[config.mk]
export PLATFORM = sky130hd
export DESIGN_NAME = etc_ctrl
export DESIGN_NICKNAME = d
export VERILOG_FILES = /design/src/sv/etc_pkg.sv /design/src/sv/etc_ctrl.sv
export SDC_FILE = /design/constraint.sdc
export NUM_CORES = 1
export LEC_CHECK = 0
export ABC_AREA = 1
export BUFFER_PORTS_ARGS = -buffer_cell sky130_fd_sc_hd__buf_2
export CAP_MARGIN = 0
export CORE_AREA = 2 2 39 41
export DETAILED_ROUTE_END_ITERATION = 7
export DIE_AREA = 0 0 41 43
export SLEW_MARGIN = 20
export SYNTH_ARGS = -nofsm -noshare
export SYNTH_HDL_FRONTEND = slang
export SYNTH_SLANG_ARGS = --single-unit
[constraint.sdc]
create_clock -name clk -period 1.98 [get_ports clk]
set_input_delay 0.099 -clock clk [delete_from_list [all_inputs] [get_ports clk]]
set_output_delay 0.099 -clock clk [all_outputs]
set_load 0.01 [all_outputs]
[src/sv/etc_pkg.sv]
// Package for the escape-time iteration counter.
// Widths, reset values, controller states and the command/status structs.
// No dependencies.
package etc_pkg;

  localparam int Z_W   = 32;  // value format of z and c
  localparam int P_W   = 64;  // full-width product
  localparam int CFG_W = 16;  // max_iterations register
  localparam int OUT_W = 16;  // iterations result field

  localparam int FRAC_BITS_DEF  = 28;
  localparam int COUNT_BITS_DEF = 16;

  localparam logic [CFG_W-1:0] MAX_ITER_RST = 16'd1000;

  typedef enum logic [1:0] {
    ST_IDLE,
    ST_MUL,
    ST_UPD,
    ST_FIN
  } state_t;

  typedef struct packed {
    logic load;  // capture c, z <= c, count <= 0
    logic mul;   // register the three products of z
    logic upd;   // z <= z*z + c, count++
    logic emit;  // load the result register
  } cmd_t;

  typedef struct packed {
    logic stop;  // escaped or limit reached
    logic sat;   // the update about to be taken saturates
  } sts_t;

endpackage

[src/sv/etc_ctrl.sv]
// Controller for the escape-time iteration counter: sequences load,
// multiply, update and result hand-off. Depends on etc_pkg.
module etc_ctrl (
  input  logic          clk,
  input  logic          rst_n,
  input  logic          in_valid,
  output logic          in_ready,
  output logic          out_valid,
  input  logic          out_ready,
  input  etc_pkg::sts_t sts,
  output etc_pkg::cmd_t cmd
);

  etc_pkg::state_t state_r, state_nxt;
  logic            out_valid_r, out_valid_nxt;

  always_ff @(posedge clk) begin
    if (!rst_n) begin
      state_r     <= etc_pkg::ST_IDLE;
      out_valid_r <= 1'b0;
    end else begin
      state_r     <= state_nxt;
      out_valid_r <= out_valid_nxt;
    end
  end

  always_comb begin
    state_nxt = state_r;
    cmd       = '0;
    in_ready  = 1'b0;
    out_valid_nxt = out_valid_r && !out_ready;
    case (state_r)
      etc_pkg::ST_IDLE: begin
        in_ready = 1'b1;
        if (in_valid) begin
          cmd.load  = 1'b1;
          state_nxt = etc_pkg::ST_MUL;
        end
      end
      etc_pkg::ST_MUL: begin
        cmd.mul   = 1'b1;
        state_nxt = etc_pkg::ST_UPD;
      end
      etc_pkg::ST_UPD: begin
        if (sts.stop) begin
          state_nxt = etc_pkg::ST_FIN;
        end else begin
          cmd.upd   = 1'b1;
          // a saturated update ends the point with the count already bumped
          state_nxt = sts.sat ? etc_pkg::ST_FIN : etc_pkg::ST_MUL;
        end
      end
      etc_pkg::ST_FIN: begin
        if (!out_valid_r || out_ready) begin
          cmd.emit      = 1'b1;
          out_valid_nxt = 1'b1;
          state_nxt     = etc_pkg::ST_IDLE;
        end
      end
      default: state_nxt = etc_pkg::ST_IDLE;
    endcase
  end

  assign out_valid = out_valid_r;

endmodule

==> impl_metrics.csv, run 1 <==
group,metric,value,unit
outcome,status,"complete, no violations",
placement,dpl_worst_slack,1.08,ns
worst_setup_path,ff2ff_path_depth,6,
hold_path,hold_end,"state_r[1]$_SDFFE_PN0P_",
cts,post-cts-setup-buffers,0,
synthesis,synth_nets,34,
worst_setup_path,crit_fanout,5,
sta,period_share,56.9,%
synthesis,synth_area_leader_cell,"dfxtp_1",
synthesis,synth_area_leaders,"dfxtp_1, inv_1, nor2_1",
grt,antenna_found_initial,0,
routing,drt-pass1-iter-count,3,
sta,hold_ws,0.0693,ns
layout,nets,50,
worst_setup_path,path_cells,"inv_2, nor3_1, buf_2",
worst_setup_path,reg2reg_to,"state_r[1]$_SDFFE_PN0P_",
grt,grt_pass1_wl,676,µm
pwr,power,214,µW
floorplanning,die_w,41,µm
sta,finalCriticalPeriod,1.13,ns
placement,place_area,259,µm²
synthesis,yosysTopAreaCellShare,32.7,%
sta,setup_ws,0.853,ns
layout,layout-drive-gt1-share,48.8,%
routing,vias,206,
layout,antenna_cells,0,
cts,max-clock-path-buffers,2,
worst_setup_path,cp-end-kind,"output port",
floorplanning,die_height,43,µm
layout,fin_util,20.6,%
cts,cts_tree,"built",
placement,place_congestion,0.601,
sta,maxSlewHeadroom,86.3,%
sta,max_freq,887,MHz
cts,cts-root-buf,"clkbuf_4",
cts,h-tree-depth,1,
synthesis,syn_area,184,µm²
hold_path,holdCritPathClass,"input pin to flip-flop",
routing,wirelength,416,µm
placement,dp.cells,55,
sta,finClkSkew,0.00246,ns
cts,clkTransAtPathRegs,0.04,ns
cts,holdBufCountCts,0,
floorplanning,fp.dieArea,1760,µm²
worst_setup_path,reg2reg_slack,1.14,ns
synthesis,synth.distinct_cells,13,
flow_run,cap_viol_max_count,0,
cts,cts_resized,0,
hold_path,min_from,"rst_n",
synthesis,synth.avg_cell_area,6.57,µm²
worst_setup_path,rr_startpoint,"state_r[0]$_SDFFE_PN0P_",
routing,routed_via_density,3.49,
worst_setup_path,start_kind,"flip-flop",
layout,layoutNonFillerInstCount,59,
worst_setup_path,worstSetupStartpoint,"state_r[1]$_SDFFE_PN0P_",
layout,fillCellCount,165,
sta,tightest_slew,0.205,ns
routing,drcViolationCount,0,
layout,final_area,285,µm²
worst_setup_path,max_stage_delay,0.41,ns
worst_setup_path,crit_arrival,1.03,ns
sta,setup_viol,0,
grt,grt_pass1_vias,194,
pwr,leakage,0.170,nW
floorplanning,core_area,1380,µm²
sta,rsz0062_at_grt,"false",
grt,grt_use_total,6.91,%
worst_setup_path,worstPathRequired,1.88,ns
placement,io_buffers,11,
pwr,cellPowerDensity,750,nW/µm²
layout,seqCellArea,60.1,µm²
cts,clock-sinks,3,
layout,area_growth,55.1,%
synthesis,ys_warn_count,0,
synthesis,synth-seq-area-share,32.7,%
routing,dr.first_iter.drc_count,4,
floorplanning,start_util,13.3,%
grt,grt_max_degree,8,
cts,clk_latency,0.24,ns
worst_setup_path,path_class,"flip-flop to output port",
routing,wl_per_cell,7.05,µm
sta,finalMaxSlewViolations,0,
hold_path,whs_path_depth,3,
layout,multi_input_area,92.6,µm²
synthesis,synth-seq-cells,3,
grt,overflow,0,
pwr,ir_drop,293,µV
floorplanning,ioPinCount,12,
sta,tns,0,ns
sta,hold_viol_final,0,
synthesis,syn_inst,28,
cts,numCtsBuffers,3,
placement,hpwl,349,µm
routing,antenna_left,0,
floorplanning,std_cell_rows,14,
worst_setup_path,cp_slowest_cell,"dfxtp_1",
==> where the power goes <==
group / internal [mW] / switching (mW)
Combinational: 0.0166 / 0.0184
Clock: 0.0757 / 0.0339
Sequential: 0.0644 / 0.00512
Total: 0.157 / 0.0574
==> worst max-delay path by stage <==
stage	to	cells past startpoint
after detailed placement	cmd[1]	3
after floorplan	cmd[1]	2
after CTS	cmd[1]	3
final	cmd[1]	3
after global placement	cmd[1]	3
after global routing	cmd[1]	3
==> kinds of logic after synthesis <==
family,synth area share (%)
AND/OR/NAND/NOR,43.5
flip-flops,32.7
buffers and inverters,17.0
AO/OA/AOI/OAI,6.80
==> cell usage in the layout, fill, tap and decap left out <==
master and count:
dfxtp_1 3, clkbuf_1 1, nor3_1 1, nor2_1 5
nor3b_1 1, clkbuf_4 3, nor2_4 1, o21bai_1 1
clkinv_2 1, nand3_2 1, nand2_2 2, a21oi_1 1
inv_2 2, inv_1 5, buf_2 11, nand2_1 4
==> sequential cells by signal (all words and copies together), names as in the netlist <==
name,flops
out_valid,1
state_r,2
==> cell usage after synthesis, drive strengths merged <==
library cell / number
nor2: 6
nor3: 1
nor3b: 1
a21oi: 1
o21bai: 1
dfxtp: 3
inv: 7
clkinv: 1
nand2: 6
nand3: 1
==> layer usage <==
metal / global-route usage [%] / part of all wire (%)
met1: 5.43 / 35
met5: 0 / 0
met3: 9.42 / 19
met4: 4.00 / 0
met2: 8.75 / 46
==> worst max-delay path: cells and delay by family (launching register included) <==
| kind | cells | cell delay [ns] |
|---|---|---|
| and+or+nand+nor | 1 | 0.16 |
| buffers and inverters | 2 | 0.22 |
| DFF | 1 | 0.41 |
==> layout make-up <==
type	instances	share of cell area (%)
multi-input cells	17	32.5
flip-flops and latches	3	21.1
well taps	16	7.02
inverters	8	11.0
clock buffers	4	9.21
repair buffers	11	19.3
(Power assumes the default switching activity.)
==> run 2: changes to the inputs <==
- clock period: 1.98 -> 1.17 ns (I/O delays scaled with it)
==> run 2 against run 1 <==
  * Total power rose by 66%
  * Cell count is the same
  * Critical path type unchanged
  * First-iteration DRC count decreased by 100%
  * Clock power rose by 63%
  * Largest power group unchanged
  * Clock skew barely moved
  * Sequential cell count unchanged
  * Design area unchanged
  * Register-to-register slack worse by 0.81 ns
  * Highest routed layer unchanged
  * Via count is 5.8% lower
==> impl_metrics.csv, run 2 (synthesis results as in run 1) <==
group,metric,value,unit
outcome,status,"complete, no violations",
sta,finalCriticalPeriod,1.04,ns
layout,largest-register,"state_r",
cts,h-tree-depth,1,
sta,tightest_slew,0.213,ns
sta,hold_viol_final,0,
routing,drcViolationCount,0,
layout,antenna_cells,0,
routing,wl_per_cell,6.20,µm
sta,max_freq,961,MHz
floorplanning,ioPinCount,12,
floorplanning,std_cell_rows,14,
routing,wirelength,366,µm
layout,largest_register_ffs,2,
routing,dr.first_iter.drc_count,0,
sta,finalMaxSlewViolations,0,
sta,setup_viol,0,
placement,hpwl,311,µm
cts,clkTransAtPathRegs,0.04,ns
worst_setup_path,worstPathRequired,1.11,ns
routing,drt-pass1-iter-count,1,
sta,maxSlewHeadroom,85.8,%
pwr,leakage,0.170,nW
sta,rsz0062_at_grt,"false",
cts,post-cts-setup-buffers,0,
cts,holdBufCountCts,0,
floorplanning,die_height,43,µm
worst_setup_path,path_class,"flip-flop to output port",
sta,finClkSkew,0.00261,ns
sta,period_share,88.9,%
worst_setup_path,crit_fanout,5,
floorplanning,start_util,13.3,%
routing,routed_via_density,3.29,
pwr,ir_drop,273,µV
placement,place_congestion,0.582,
layout,nets,50,
layout,layout-drive-gt1-share,48.8,%
placement,dp.cells,55,
cts,numCtsBuffers,3,
placement,io_buffers,11,
hold_path,holdCritPathClass,"input pin to flip-flop",
worst_setup_path,cp-end-kind,"output port",
layout,layoutNonFillerInstCount,59,
grt,grt_max_degree,8,
routing,antenna_left,0,
layout,area_growth,55.1,%
grt,grt_use_total,6.02,%
floorplanning,core_area,1380,µm²
placement,place_area,259,µm²
sta,tns,0,ns
layout,final_area,285,µm²
floorplanning,die_w,41,µm
cts,cts_resized,0,
grt,grt_pass1_wl,586,µm
floorplanning,fp.dieArea,1760,µm²
routing,vias,194,
grt,grt_pass1_vias,171,
layout,final_common_cell,"buf_2",
layout,final_cell_mix,"buf_2, inv_1, nor2_1, nand2_1",
cts,max-clock-path-buffers,2,
worst_setup_path,start_kind,"flip-flop",
layout,fillCellCount,160,
pwr,cellPowerDensity,1240,nW/µm²
worst_setup_path,crit_arrival,0.98,ns
cts,clock-sinks,3,
cts,cts_tree,"built",
cts,clk_latency,0.23,ns
flow_run,cap_viol_max_count,0,
cts,cts-root-buf,"clkbuf_4",
grt,overflow,0,
grt,antenna_found_initial,0,
==> run 2: cell type report <==
cell class | count | area [µm²] | share of cell area [%]
clock buffer | 4 | 26.3 | 9.21
inverter | 8 | 31.3 | 11.0
multi-input combinational | 17 | 92.6 | 32.5
sequential | 3 | 60.1 | 21.1
tap | 16 | 20.0 | 7.02
timing repair buffer | 11 | 55.1 | 19.3
==> run 2: where the power goes <==
part | switching [mW] | internal (mW)
sequential | 0.00877 | 0.109
clock | 0.0509 | 0.128
combinational | 0.0306 | 0.0281
total | 0.0902 | 0.265
==> run 2: metal layers <==
layer	global-route usage [%]	wire [µm]
met4	8.00	0
met5	0	0
met2	7.19	182
met3	6.28	39
met1	4.18	144
==> run 2: worst max-delay path, stage by stage, from the launching register on <==
cell and delay, ns:
dfxtp_1 0.41, inv_2 0.06, nor3_1 0.13, buf_2 0.16
==> run 2: worst paths after layout <==
check / from / cells after the start / to / slack [ns]
worst max-delay path: state_r[1]$_SDFFE_PN0P_ / 3 / cmd[1] / 0.13
worst min-delay path: rst_n / 3 / state_r[1]$_SDFFE_PN0P_ / 0.03
worst max register to register: state_r[0]$_SDFFE_PN0P_ / 6 / state_r[1]$_SDFFE_PN0P_ / 0.33
worst min register to register: out_valid$_SDFF_PN0_ / 4 / state_r[0]$_SDFFE_PN0P_ / 0.56
==> run 2: through the flow <==
| step | setup slack (ns) | power, mW | util [%] | hold slack [ns] |
|---|---|---|---|---|
| floorplan | 0.387 | 0.153 | - | 0.156 |
| global placement | 0.340 | 0.178 | 18.7 | 0.259 |
| detailed placement | 0.327 | 0.179 | 18.7 | 0.272 |
| CTS | 0.109 | 0.367 | 20.6 | 0.0258 |
| global route | 0.0274 | 0.390 | 20.6 | 0.0302 |
| finish | 0.130 | 0.355 | 20.6 | 0.0301 |
==> run 3: changes to the inputs <==
- ABC_AREA: 1 -> unset
==> run 3 against run 2 <==
  * Worst hold slack gained 0.052 ns
  * Critical path type unchanged
  * Critical endpoint is now cmd[3]
  * Largest cell class unchanged
  * Synthesized cell count shrank 39%
  * Design area shrank 9.6%
  * Non-clock buffer count stayed put
  * Cell count is 19% lower
  * Highest routed layer unchanged
  * Largest power group unchanged
==> impl_metrics.csv, run 3 <==
group,metric,value,unit
worst_setup_path,cp-end-kind,"output port",
sta,period_share,90.6,%
worst_setup_path,max_stage_delay,0.41,ns
grt,grt_max_degree,8,
cts,h-tree-depth,1,
floorplanning,fp.dieArea,1760,µm²
routing,routed_via_density,3.50,
grt,grt_pass1_wl,627,µm
worst_setup_path,reg2reg_slack,0.32,ns
synthesis,synth.avg_cell_area,9.13,µm²
cts,cts_resized,0,
cts,cts-root-buf,"clkbuf_4",
outcome,status,"complete, no violations",
worst_setup_path,rr_startpoint,"state_r[0]$_SDFFE_PN0P_",
sta,finalMaxSlewViolations,0,
synthesis,ys_warn_count,0,
synthesis,synth_area_leaders,"dfxtp_1, nor2b_1, o221a_1",
layout,largest-register,"state_r",
sta,setup_viol,0,
layout,antenna_cells,0,
synthesis,synth_common_cells,"dfxtp_1, nor2_1, nor2b_1",
floorplanning,die_height,43,µm
worst_setup_path,worstPathRequired,1.11,ns
sta,tns,0,ns
worst_setup_path,timing.critical_path.to,"cmd[3]",
grt,grt_use_total,5.71,%
layout,area_growth,66.1,%
routing,antenna_left,0,
placement,place_congestion,0.604,
cts,holdBufCountCts,0,
cts,clock-sinks,3,
cts,post-cts-setup-buffers,0,
worst_setup_path,path_depth,3,
layout,layout-drive-gt1-share,50.0,%
sta,max_freq,943,MHz
floorplanning,die_w,41,µm
floorplanning,start_util,11.2,%
worst_setup_path,reg2reg_to,"state_r[1]$_SDFFE_PN0P_",
layout,fillCellCount,156,
worst_setup_path,worst-path-buf-inv,1,
worst_setup_path,worstSetupStartpoint,"state_r[0]$_SDFFE_PN0P_",
routing,vias,168,
layout,multi_input_area,95.1,µm²
grt,grt_pass1_vias,171,
worst_setup_path,start_kind,"flip-flop",
sta,tightest_slew,0.198,ns
sta,finClkSkew,0.00236,ns
synthesis,synth_nets,23,
synthesis,async_flop_share,0,%
hold_path,holdCritPathClass,"input pin to flip-flop",
synthesis,synth_area_leader_cell,"dfxtp_1",
floorplanning,ioPinCount,12,
layout,nets,39,
worst_setup_path,path_class,"flip-flop to output port",
placement,io_buffers,11,
worst_setup_path,crit_fanout,6,
grt,antenna_found_initial,0,
worst_setup_path,path_cells,"nor2_1, and2_1, buf_2",
grt,overflow,0,
sta,hold_ws,0.0821,ns
routing,wirelength,378,µm
pwr,ir_drop,210,µV
worst_setup_path,cp_slowest_cell,"dfxtp_1",
worst_setup_path,crit_arrival,1.00,ns
floorplanning,std_cell_rows,14,
layout,final_common_cell,"buf_2",
synthesis,yosysTopAreaCellShare,38.7,%
pwr,cellPowerDensity,1360,nW/µm²
layout,final_cell_mix,"buf_2, clkbuf_4, nor2b_1, nor2_1, dfxtp_1",
synthesis,synth.distinct_cells,13,
floorplanning,core_area,1380,µm²
routing,wl_per_cell,7.88,µm
layout,largest_register_ffs,2,
synthesis,yosysMostFrequentCell,"dfxtp_1",
flow_run,cap_viol_max_count,0,
sta,finalCriticalPeriod,1.06,ns
synthesis,syn_area,155,µm²
cts,cts_tree,"built",
sta,rsz0062_at_grt,"false",
layout,fin_util,18.6,%
cts,clkTransAtPathRegs,0.04,ns
synthesis,synth-seq-cells,3,
sta,hold_viol_final,0,
routing,drt-pass1-iter-count,2,
synthesis,syn_inst,17,
sta,maxSlewHeadroom,86.8,%
synthesis,synth_ff_type,"dfxtp_1",
worst_setup_path,ff2ff_path_depth,2,
synthesis,synth-seq-area-share,38.7,%
cts,max-clock-path-buffers,2,
layout,seqCellArea,61.3,µm²
routing,drcViolationCount,0,
pwr,power,350,µW
pwr,leakage,0.119,nW
cts,numCtsBuffers,3,
routing,dr.first_iter.drc_count,2,
synthesis,synth-edff-count,0,
cts,clk_latency,0.23,ns
worst_setup_path,critical-path-top-delay-family,"flip-flops",
run 3: changes by cell type after synthesis, moves of 2 or more:
cell,before,now
inv_2,2,0
inv_1,5,0
nor2_1,5,2
nor2b_1,0,2
nand2_1,4,0
run 3: power by group:
group          total (mW)  internal [mW]  switching [mW]
Sequential          0.120          0.110         0.00995
Combinational      0.0517         0.0288          0.0230
Clock               0.178          0.128          0.0508
Total               0.350          0.266          0.0837
run 3: cells by family (layout without fill, tap and decap cells):
| kind of cell | Yosys count | count (layout) | synth area share [%] |
|---|---|---|---|
| and+or+nand+nor | 9 | 9 | 34.7 |
| AOI/OAI and AO/OA | 5 | 5 | 26.6 |
| DFF | 3 | 3 | 38.7 |
| buffers and inverters | 0 | 15 | 0 |
run 3: layer usage:
layer  vias up  GRT usage (%)  wire [µm]
li1         91              -          -
met1        67           6.71        196
met2        10           6.56        135
met3         0           3.14         45
met4         0           6.00          0
met5         -              0          0
run 3: how the worst min path moves through the flow:
| stage | startpoint | to | slack [ns] | cells past startpoint |
|---|---|---|---|---|
| floorplan | sts[1] | cmd[1] | 0.17 | 1 |
| global placement | rst_n | state_r[1]$_SDFFE_PN0P_ | 0.33 | 2 |
| detailed placement | rst_n | state_r[1]$_SDFFE_PN0P_ | 0.33 | 2 |
| CTS | rst_n | state_r[1]$_SDFFE_PN0P_ | 0.08 | 2 |
| global route | rst_n | state_r[1]$_SDFFE_PN0P_ | 0.08 | 2 |
| finish | rst_n | state_r[1]$_SDFFE_PN0P_ | 0.08 | 2 |
run 3: cell type report:
class                      instances  share of cell area (%)
timing repair buffer              11                    21.4
sequential                         3                    23.8
tap                               16                    7.77
multi-input combinational         14                    36.9
clock buffer                       4                    10.2
run 3: through the flow:
stage	cell area, µm²	instances	setup slack, ns
global route	258	48	0.0129
global placement	230	44	0.318
finish	258	48	0.110
detailed placement	230	44	0.295
CTS	256	48	0.0799
floorplan	155	17	0.335
